File: src/design/qlt_pkg.sv
// ----------------------------------------------------------------------------
// qlt_pkg
// shared types and constants of the quoted line tokenizer
// ----------------------------------------------------------------------------
package qlt_pkg;

   localparam int TEXT_W  = 8;
   localparam int LINE_W  = 16;
   localparam int COL_W   = 11;
   localparam int MAX_RUN = 4;
   localparam int RUN_IDX_W = $clog2(MAX_RUN);
   localparam int RUN_CNT_W = $clog2(MAX_RUN + 1);

   localparam int MAX_COLUMN_DEFAULT = 1024;
   localparam int MAX_LINES_DEFAULT  = 65535;

   // character codes
   localparam logic [TEXT_W-1:0] CH_NEWLINE = 8'h0A;
   localparam logic [TEXT_W-1:0] CH_HASH    = 8'h23;
   localparam logic [TEXT_W-1:0] CH_SLASH   = 8'h2F;
   localparam logic [TEXT_W-1:0] CH_QUOTE   = 8'h22;
   localparam logic [TEXT_W-1:0] CH_BSLASH  = 8'h5C;
   localparam logic [TEXT_W-1:0] CH_SPACE   = 8'h20;
   localparam logic [TEXT_W-1:0] CH_TAB     = 8'h09;
   localparam logic [TEXT_W-1:0] CH_CR      = 8'h0D;

   typedef enum logic [1:0] {
      KIND_BYTE = 2'd0,
      KIND_END  = 2'd1,
      KIND_OK   = 2'd2,
      KIND_ERR  = 2'd3
   } kind_type;

   typedef struct packed {
      logic in_quotes;
      logic escape_next;
      logic in_comment;
      logic slash_held;
      logic token_open;
   } flags_type;

   typedef struct packed {
      kind_type          kind;
      logic [TEXT_W-1:0] tok_byte;
      logic [COL_W-1:0]  err_col;
   } res_type;

   function automatic res_type make_res(input kind_type k, input logic [TEXT_W-1:0] b,
                                        input logic [COL_W-1:0] c);
      res_type r;
      r.kind     = k;
      r.tok_byte = b;
      r.err_col  = c;
      return r;
   endfunction

endpackage

File: src/design/qlt_step.sv
// ----------------------------------------------------------------------------
// qlt_step
// next-state and result run for one text byte
// ----------------------------------------------------------------------------
module qlt_step #(
   parameter int MAX_COLUMN = qlt_pkg::MAX_COLUMN_DEFAULT,
   parameter int MAX_LINES  = qlt_pkg::MAX_LINES_DEFAULT,
   localparam int COL_CNT_W  = $clog2(MAX_COLUMN + 1),
   localparam int LINE_CNT_W = $clog2(MAX_LINES + 1)
) (
   input  logic [qlt_pkg::TEXT_W-1:0]    text_byte,
   input  logic                          text_end,
   input  qlt_pkg::flags_type            flags_cur,
   input  logic [COL_CNT_W-1:0]          col_cur,
   input  logic [LINE_CNT_W-1:0]         line_cur,
   output qlt_pkg::flags_type            flags_nxt,
   output logic [COL_CNT_W-1:0]          col_nxt,
   output logic [LINE_CNT_W-1:0]         line_nxt,
   output qlt_pkg::res_type              run [qlt_pkg::MAX_RUN],
   output logic [qlt_pkg::RUN_CNT_W-1:0] run_cnt
);

   localparam logic [COL_CNT_W-1:0]  COL_LIMIT  = COL_CNT_W'(MAX_COLUMN);
   localparam logic [LINE_CNT_W-1:0] LINE_LIMIT = LINE_CNT_W'(MAX_LINES);

   qlt_pkg::flags_type          fl;
   logic [COL_CNT_W-1:0]        col;
   logic [qlt_pkg::RUN_CNT_W-1:0] n;
   logic                        go;
   logic                        do_close;
   logic                        text_done;
   logic                        unquoted;

   function automatic logic [COL_CNT_W-1:0] col_inc(input logic [COL_CNT_W-1:0] c);
      return (c < COL_LIMIT) ? c + 1'b1 : c;
   endfunction

   always_comb begin
      fl        = flags_cur;
      col       = col_cur;
      n         = '0;
      go        = 1'b0;
      do_close  = 1'b0;
      text_done = 1'b0;
      unquoted  = 1'b0;
      for (int i = 0; i < qlt_pkg::MAX_RUN; i++) begin
         run[i] = qlt_pkg::make_res(qlt_pkg::KIND_BYTE, '0, '0);
      end

      if (text_byte == qlt_pkg::CH_NEWLINE) begin
         do_close  = 1'b1;
         text_done = text_end;
      end else begin
         if (!fl.in_comment) begin
            go = 1'b1;
            // held slash resolves against this byte
            if (fl.slash_held) begin
               fl.slash_held = 1'b0;
               if (text_byte == qlt_pkg::CH_SLASH) begin
                  fl.in_comment = 1'b1;
                  go            = 1'b0;
               end else begin
                  run[n[qlt_pkg::RUN_IDX_W-1:0]] =
                     qlt_pkg::make_res(qlt_pkg::KIND_BYTE, qlt_pkg::CH_SLASH, '0);
                  n             = n + 1'b1;
                  fl.token_open = 1'b1;
                  col           = col_inc(col);
               end
            end
            if (go) begin
               unquoted = !fl.in_quotes;
               priority if (fl.escape_next) begin
                  fl.escape_next = 1'b0;
                  run[n[qlt_pkg::RUN_IDX_W-1:0]] =
                     qlt_pkg::make_res(qlt_pkg::KIND_BYTE, text_byte, '0);
                  n             = n + 1'b1;
                  fl.token_open = 1'b1;
                  col           = col_inc(col);
               end else if (fl.in_quotes && text_byte == qlt_pkg::CH_BSLASH) begin
                  fl.escape_next = 1'b1;
                  col            = col_inc(col);
               end else if (text_byte == qlt_pkg::CH_QUOTE) begin
                  fl.in_quotes = !fl.in_quotes;
                  col          = col_inc(col);
               end else if (unquoted && text_byte == qlt_pkg::CH_HASH) begin
                  fl.in_comment = 1'b1;
               end else if (unquoted && text_byte == qlt_pkg::CH_SLASH) begin
                  fl.slash_held = 1'b1;
               end else if (unquoted && (text_byte == qlt_pkg::CH_SPACE ||
                                         text_byte == qlt_pkg::CH_TAB ||
                                         text_byte == qlt_pkg::CH_CR)) begin
                  if (fl.token_open) begin
                     run[n[qlt_pkg::RUN_IDX_W-1:0]] =
                        qlt_pkg::make_res(qlt_pkg::KIND_END, '0, '0);
                     n = n + 1'b1;
                  end
                  fl.token_open = 1'b0;
                  col           = col_inc(col);
               end else begin
                  run[n[qlt_pkg::RUN_IDX_W-1:0]] =
                     qlt_pkg::make_res(qlt_pkg::KIND_BYTE, text_byte, '0);
                  n             = n + 1'b1;
                  fl.token_open = 1'b1;
                  col           = col_inc(col);
               end
            end
         end
         do_close  = text_end;
         text_done = 1'b1;
      end

      line_nxt = line_cur;
      if (do_close) begin
         // a slash still held at line end is a plain token byte
         if (fl.slash_held) begin
            run[n[qlt_pkg::RUN_IDX_W-1:0]] =
               qlt_pkg::make_res(qlt_pkg::KIND_BYTE, qlt_pkg::CH_SLASH, '0);
            n             = n + 1'b1;
            fl.token_open = 1'b1;
            col           = col_inc(col);
         end
         if (fl.in_quotes) begin
            run[n[qlt_pkg::RUN_IDX_W-1:0]] =
               qlt_pkg::make_res(qlt_pkg::KIND_ERR, '0, qlt_pkg::COL_W'(col));
            n = n + 1'b1;
         end else begin
            if (fl.token_open) begin
               run[n[qlt_pkg::RUN_IDX_W-1:0]] =
                  qlt_pkg::make_res(qlt_pkg::KIND_END, '0, '0);
               n = n + 1'b1;
            end
            run[n[qlt_pkg::RUN_IDX_W-1:0]] = qlt_pkg::make_res(qlt_pkg::KIND_OK, '0, '0);
            n = n + 1'b1;
         end
         fl  = '0;
         col = COL_CNT_W'(1);
         if (text_done) begin
            line_nxt = LINE_CNT_W'(1);
         end else if (line_cur < LINE_LIMIT) begin
            line_nxt = line_cur + 1'b1;
         end
      end

      flags_nxt = fl;
      col_nxt   = col;
      run_cnt   = n;
   end

endmodule

File: src/design/quoted_line_tokenizer_unit.sv
// ----------------------------------------------------------------------------
// quoted_line_tokenizer_unit
// byte-serial shell-style tokenizer with quotes, escapes and comments
// ----------------------------------------------------------------------------
// One text byte enters per beat on the req_ channel and is held in an input
// register; its whole run of results (zero to four: token bytes, token ends
// and one line-close result) is worked out in one pass and loaded into the
// run register once that register is free; the rsp_ channel drains it one
// result per beat, with rsp_last_of_run set on the final one. While the
// receiver does not stall, plain text that gives zero or one result per byte
// flows at one byte per cycle; a byte that gives several results holds the
// result port until they have all left, the single result port being what
// sets the rate. While a run drains, the next byte waits in the input register
// and the input stalls; that byte moves into the run register, and a new byte
// is taken, in the same cycle that the last result of the run leaves. Line
// numbers and error columns saturate at MAX_LINES and MAX_COLUMN; a byte
// with the end flag closes the line and returns the tokenizer to line one.
// ----------------------------------------------------------------------------
module quoted_line_tokenizer_unit #(
   parameter int MAX_COLUMN = qlt_pkg::MAX_COLUMN_DEFAULT,
   parameter int MAX_LINES  = qlt_pkg::MAX_LINES_DEFAULT
) (
   input  logic                       clock,
   input  logic                       reset,
   // text input channel
   input  logic                       req_valid,
   output logic                       req_stall,
   input  logic [qlt_pkg::TEXT_W-1:0] req_text_byte,
   input  logic                       req_text_end,
   // result channel
   output logic                       rsp_valid,
   input  logic                       rsp_stall,
   output logic [1:0]                 rsp_result_kind,
   output logic [qlt_pkg::TEXT_W-1:0] rsp_token_byte,
   output logic [qlt_pkg::LINE_W-1:0] rsp_line_number,
   output logic [qlt_pkg::COL_W-1:0]  rsp_error_column,
   output logic                       rsp_last_of_run
);

   localparam int COL_CNT_W  = $clog2(MAX_COLUMN + 1);
   localparam int LINE_CNT_W = $clog2(MAX_LINES + 1);

   // input register
   logic                       in_valid_ff, in_valid_in;
   logic [qlt_pkg::TEXT_W-1:0] in_byte_ff;
   logic                       in_end_ff;

   // tokenizer state
   qlt_pkg::flags_type         flags_ff, flags_in;
   logic [COL_CNT_W-1:0]       col_ff, col_in;
   logic [LINE_CNT_W-1:0]      line_ff, line_in;

   // run register: results of one byte, drained one per beat
   qlt_pkg::res_type           run_ff [qlt_pkg::MAX_RUN];
   qlt_pkg::res_type           run_in [qlt_pkg::MAX_RUN];
   logic [qlt_pkg::RUN_CNT_W-1:0] left_ff, left_in;
   logic [qlt_pkg::RUN_CNT_W-1:0] run_cnt;
   logic [qlt_pkg::RUN_IDX_W-1:0] idx_ff, idx_in;
   logic [qlt_pkg::LINE_W-1:0]    run_line_ff;

   logic req_take;
   logic rsp_take;
   logic run_free;
   logic move;
   qlt_pkg::res_type cur;

   qlt_step #(
      .MAX_COLUMN (MAX_COLUMN),
      .MAX_LINES  (MAX_LINES)
   ) u_step (
      .text_byte (in_byte_ff),
      .text_end  (in_end_ff),
      .flags_cur (flags_ff),
      .col_cur   (col_ff),
      .line_cur  (line_ff),
      .flags_nxt (flags_in),
      .col_nxt   (col_in),
      .line_nxt  (line_in),
      .run       (run_in),
      .run_cnt   (run_cnt)
   );

   // handshakes
   assign rsp_valid = (left_ff != '0);
   assign rsp_take  = rsp_valid && !rsp_stall;
   // run register can take a new run once its last result leaves
   assign run_free  = (left_ff == '0) ||
                      (left_ff == qlt_pkg::RUN_CNT_W'(1) && rsp_take);
   assign move      = in_valid_ff && run_free;
   assign req_stall = in_valid_ff && !run_free;
   assign req_take  = req_valid && !req_stall;

   always_comb begin
      in_valid_in = in_valid_ff;
      if (req_take) begin
         in_valid_in = 1'b1;
      end else if (move) begin
         in_valid_in = 1'b0;
      end
   end

   always_comb begin
      left_in = left_ff;
      idx_in  = idx_ff;
      if (move) begin
         left_in = run_cnt;
         idx_in  = '0;
      end else if (rsp_take) begin
         left_in = left_ff - 1'b1;
         idx_in  = idx_ff + 1'b1;
      end
   end

   // control state
   always_ff @(posedge clock) begin
      if (reset) begin
         in_valid_ff <= 1'b0;
         left_ff     <= '0;
         idx_ff      <= '0;
         flags_ff    <= '0;
         col_ff      <= COL_CNT_W'(1);
         line_ff     <= LINE_CNT_W'(1);
      end else begin
         in_valid_ff <= in_valid_in;
         left_ff     <= left_in;
         idx_ff      <= idx_in;
         if (move) begin
            flags_ff <= flags_in;
            col_ff   <= col_in;
            line_ff  <= line_in;
         end
      end
   end

   // payload registers
   always_ff @(posedge clock) begin
      if (req_take) begin
         in_byte_ff <= req_text_byte;
         in_end_ff  <= req_text_end;
      end
      if (move) begin
         run_ff      <= run_in;
         // every result of a byte carries the line it started on
         run_line_ff <= qlt_pkg::LINE_W'(line_ff);
      end
   end

   assign cur              = run_ff[idx_ff];
   assign rsp_result_kind  = cur.kind;
   assign rsp_token_byte   = cur.tok_byte;
   assign rsp_error_column = cur.err_col;
   assign rsp_line_number  = run_line_ff;
   assign rsp_last_of_run  = (left_ff == qlt_pkg::RUN_CNT_W'(1));

endmodule

File: config.mk
export PLATFORM = sky130hd
export DESIGN_NAME = quoted_line_tokenizer_unit
export DESIGN_NICKNAME = d
export VERILOG_FILES = /design/src/design/qlt_pkg.sv /design/src/design/qlt_step.sv /design/src/design/quoted_line_tokenizer_unit.sv
export SDC_FILE = /design/constraint.sdc
export NUM_CORES = 1
export LEC_CHECK = 0
export BUFFER_PORTS_ARGS = -buffer_cell sky130_fd_sc_hd__buf_2
export CAP_MARGIN = 20
export CORE_MARGIN = 3
export CORE_UTILIZATION = 41
export CTS_BUF_LIST = sky130_fd_sc_hd__clkbuf_4
export DETAILED_ROUTE_END_ITERATION = 7
export PLACE_DENSITY = 0.62
export SLEW_MARGIN = 30
export SYNTH_ARGS = -nofsm -noshare
export SYNTH_HDL_FRONTEND = slang
export SYNTH_SLANG_ARGS = --single-unit
File: constraint.sdc
create_clock -name clock -period 4.2 [get_ports clock]
set_input_delay 0.42 -clock clock [delete_from_list [all_inputs] [get_ports clock]]
set_output_delay 0.42 -clock clock [all_outputs]
set_load 0.05 [all_outputs]
==> results.json <==
{
  "final_setup_viols": 0,
  "register_area_um2": 3610,
  "synth-main-ff-cell": "sky130_fd_sc_hd__edfxtp_1",
  "number_of_cells_produced_by_synthesis": 716,
  "type_of_the_most_critical_hold_path": "in2reg",
  "number_of_synthesized_flops_with_an_enable_pin": 95,
  "depth_of_the_cts_h_tree": 4,
  "clock_tree.root_cell": "sky130_fd_sc_hd__clkbuf_4",
  "report.final.slew_viol_count": 0,
  "post_synth.cell_area_avg_um2": 10.5,
  "route.final.wire_length_mm": 17.9,
  "worst_hold_path.endpoint": "in_valid_ff",
  "boundaryPins": 53,
  "clk_pin_slew_worst_paths_ns": 0.14,
  "timing.rr.end": "run_ff[53]",
  "run_status": "finished, final reports clean",
  "areaGrowthSynthToFinish_pct": 16.1,
  "fin_total_pwr_mw": 3.85,
  "power_leakage_nw": 3.21,
  "post-route-worst-setup-slack_ns": 0.189,
  "post_synth_instance_area_um2": 7520,
  "p_per_area_nw_per_um2": 442,
  "final.setup_skew_ns": 0.0229,
  "layout.cells.most_common": "sky130_fd_sc_hd__nor2_1",
  "netlist-cell-type-count": 91,
  "critPathMaxStageDelay_ns": 0.49,
  "actual_slew_at_the_worst_max_slew_pin_ns": 0.959,
  "timing.final.hold_violations": 0,
  "avgRoutedWirePerCell_um": 17.1,
  "first_pass_iters": 5,
  "grt_use_met3_pct": 3.61,
  "criticalPathCategory": "reg2reg",
  "post-dp-hpwl_mm": 12.5,
  "yosys_register_bits": 133,
  "relSlewSlack_pct": 35.7,
  "design_area_um2": 8720,
  "finalWorstPathRequiredPeriod_ns": 4.01,
  "avgViaCountPerCell": 5.50,
  "layout.filler_cells": 1579,
  "min_from": "req_valid",
  "post_dp_cell_area_um2": 8190,
  "path_cells": "nor4b_4 -> nand2_2 -> nand2_4 -> inv_4 -> or2_4 -> ha_4 -> mux2i_1 -> o2111a_1 -> o31a_1 -> inv_1 -> ha_1 -> nand2_1 -> nand2_2 -> ha_4 -> a21o_1 -> inv_2 -> ha_4 -> nand2b_4 -> a21oi_4 -> nor3_4 -> buf_4 -> a21o_1",
  "max_cap_violations": 0,
  "layoutNonFillerInstCount": 1046,
  "die_w_um": 141,
  "globalRoute.busiestLayer": "met2",
  "initial_utilization_pct": 42.7,
  "ys_warn_count": 0,
  "number_of_nets_in_the_final_layout": 842,
  "cts-root-to-sink-buffers": 2,
  "grtUsageMet1_pct": 25.6,
  "crit_path_start": "in_byte_ff[7]",
  "drt.antenna.violating_nets": 0,
  "worstSetupStartpointType": "flip-flop",
  "worst_hold_path_cell_count": 3,
  "post-place-cells": 993,
  "vdd_ir_drop_max_uv": 394,
  "data_required_critical_path_ns": 4.53,
  "die_height_um": 141,
  "crit_path_end_kind": "flip-flop",
  "grt_antenna_before_repair": 1,
  "reg2reg_setup_slack_ns": 0.19,
  "share_of_synthesized_area_occupied_by_flip_flops_and_latches_pct": 48.1,
  "drt_iter0_drc": 402,
  "gp_congestion": 0.872,
  "maximum_number_of_pins_on_one_net_before_global_route_repair": 74,
  "synth-async-reset-ratio_pct": 0,
  "grt.total_usage_pct": 18.4,
  "cts-buffers-inserted": 17,
  "detailedPlace.worstSlack_ns": 0.0592,
  "drt_drc_violations_left": 0,
  "cts_tree": "done",
  "layout.cells.most_common_list": "sky130_fd_sc_hd__nor2_1, sky130_fd_sc_hd__edfxtp_1, sky130_fd_sc_hd__nand2_1, sky130_fd_sc_hd__buf_2, sky130_fd_sc_hd__buf_4",
  "wire_length_of_the_first_global_routing_pass_mm": 29.1,
  "port_buffers": 52,
  "dr_total_vias": 5750,
  "regToRegStartpoint": "in_byte_ff[7]",
  "footprint_of_the_multi_input_gates_um2": 3750,
  "cp_common_cell": "sky130_fd_sc_hd__ha_4",
  "min_period_over_period_pct": 95.5,
  "grt_overflow_total": 0,
  "fp-row-count": 48,
  "use_met2_pct": 29.1,
  "worst_skew_pair.late_latency_ns": 0.57,
  "dieArea_um2": 20000,
  "core-area_um2": 17600,
  "grt_setup_unrepaired": "false",
  "crit_slowest_cell": "sky130_fd_sc_hd__edfxtp_1",
  "mappedNetlistNets": 751,
  "arrival_time_reported_for_the_critical_path_endpoint_ns": 4.34,
  "first_global_vias": 5626,
  "max_freq_mhz": 249,
  "drive_above_1_share_pct": 24.8,
  "worst-path-max-fanout": 8,
  "clkSinkCount": 133,
  "rr_worst_depth": 22
}
## logic make-up after synthesis
group	synth area share [%]
buf+inv	3.28
simple gates	21.0
mux	6.24
fa+ha+maj	3.66
xor+xnor	4.15
flops	48.1
compound gates	13.6
## cell usage after synthesis (5+ instances only)
master / number / share of area [%]
sky130_fd_sc_hd__nor2_1: 101 / 5.0
sky130_fd_sc_hd__edfxtp_1: 95 / 38
sky130_fd_sc_hd__nand2_1: 53 / 2.6
sky130_fd_sc_hd__dfxtp_1: 38 / 10
sky130_fd_sc_hd__a21oi_1: 34 / 2.3
sky130_fd_sc_hd__o21ai_0: 29 / 1.9
sky130_fd_sc_hd__clkbuf_1: 25 / 1.2
sky130_fd_sc_hd__ha_1: 22 / 3.7
sky130_fd_sc_hd__inv_1: 22 / 1.1
sky130_fd_sc_hd__nand3_1: 21 / 1.4
sky130_fd_sc_hd__xor2_1: 17 / 2.0
sky130_fd_sc_hd__nor3_1: 16 / 1.1
sky130_fd_sc_hd__nand4_1: 15 / 1.2
sky130_fd_sc_hd__mux4_2: 13 / 3.9
sky130_fd_sc_hd__xnor2_1: 13 / 1.5
sky130_fd_sc_hd__mux2i_1: 12 / 1.6
sky130_fd_sc_hd__nand2b_1: 12 / 1.0
sky130_fd_sc_hd__a22o_1: 11 / 1.3
sky130_fd_sc_hd__and2_1: 10 / 0.83
sky130_fd_sc_hd__a21o_1: 9 / 0.90
sky130_fd_sc_hd__a31oi_1: 8 / 0.67
sky130_fd_sc_hd__nor3b_1: 8 / 0.80
sky130_fd_sc_hd__nor2b_1: 7 / 0.58
sky130_fd_sc_hd__or3_1: 7 / 0.58
sky130_fd_sc_hd__and4_1: 5 / 0.58
sky130_fd_sc_hd__mux2_2: 5 / 0.75
sky130_fd_sc_hd__o211ai_1: 5 / 0.50
## through the flow
stage | setup TNS, ns | util (%) | hold WS, ns
floorplan | -0.448 | - | 0.442
global placement | 0 | 46.6 | 0.477
detailed placement | 0 | 46.6 | 0.468
CTS | 0 | 48.7 | 0.00362
global route | 0 | 49.6 | 0.104
finish | 0 | 49.6 | 0.109
## how the worst max path moves through the flow
stage          slack (ns)         end  cells past startpoint
6_report             0.19  run_ff[53]                     22
5_1_grt              0.02  run_ff[53]                     22
2_1_floorplan        -0.1  run_ff[78]                     22
4_1_cts            0.0007  run_ff[53]                     20
3_5_place_dp         0.06  run_ff[57]                     20
3_3_place_gp         0.15  run_ff[57]                     21
## critical path, delay by kind of cell, from the launching register on
kind	cells	cell delay, ns
muxes	1	0.12
DFF	1	0.49
buffers and inverters	4	0.35
adders and majority gates	4	0.83
AOI/OAI and AO/OA	5	0.90
and+or+nand+nor	8	1.08
## layout make-up
class / instances / share of cell area (%)
Clock buffer: 17 / 1.46
Clock inverter: 15 / 1.84
Timing Repair Buffer: 107 / 7.97
Inverter: 23 / 1.03
Multi-Input combinational cell: 525 / 43.0
Tap cell: 225 / 3.23
Antenna cell: 1 / 0.0287
Sequential cell: 133 / 41.4
## layer usage
layer  routed length [µm]  vias to the layer above
met5                    0                        -
met4                  282                        0
met3                  913                       25
met2                 8400                      161
met1                 8290                     2746
li1                     -                     2818
## power by group
| part | internal [mW] | switching [mW] | leakage (nW) |
|---|---|---|---|
| registers | 1.63 | 0.107 | 1.21 |
| logic | 0.368 | 0.875 | 1.85 |
| clock network | 0.319 | 0.552 | 0.149 |
| total | 2.32 | 1.54 | 3.21 |
## state kept, by name (all words and copies together), names as in the netlist
register	cells
flags_ff	5
in_end_ff	1
left_ff	3
run_ff	70
col_ff	11
line_ff	16
in_byte_ff	8
rsp_line_number	16
idx_ff	2
in_valid_ff	1
## what timing repair did
action,4_1_cts,5_1_grt
endpoints found under the setup margin,0,18
hold buffers,8,1
setup buffers,0,11
endpoints found under the hold margin,8,1
gates resized for setup,0,14
Note: power is estimated with default switching activity, not from simulation.
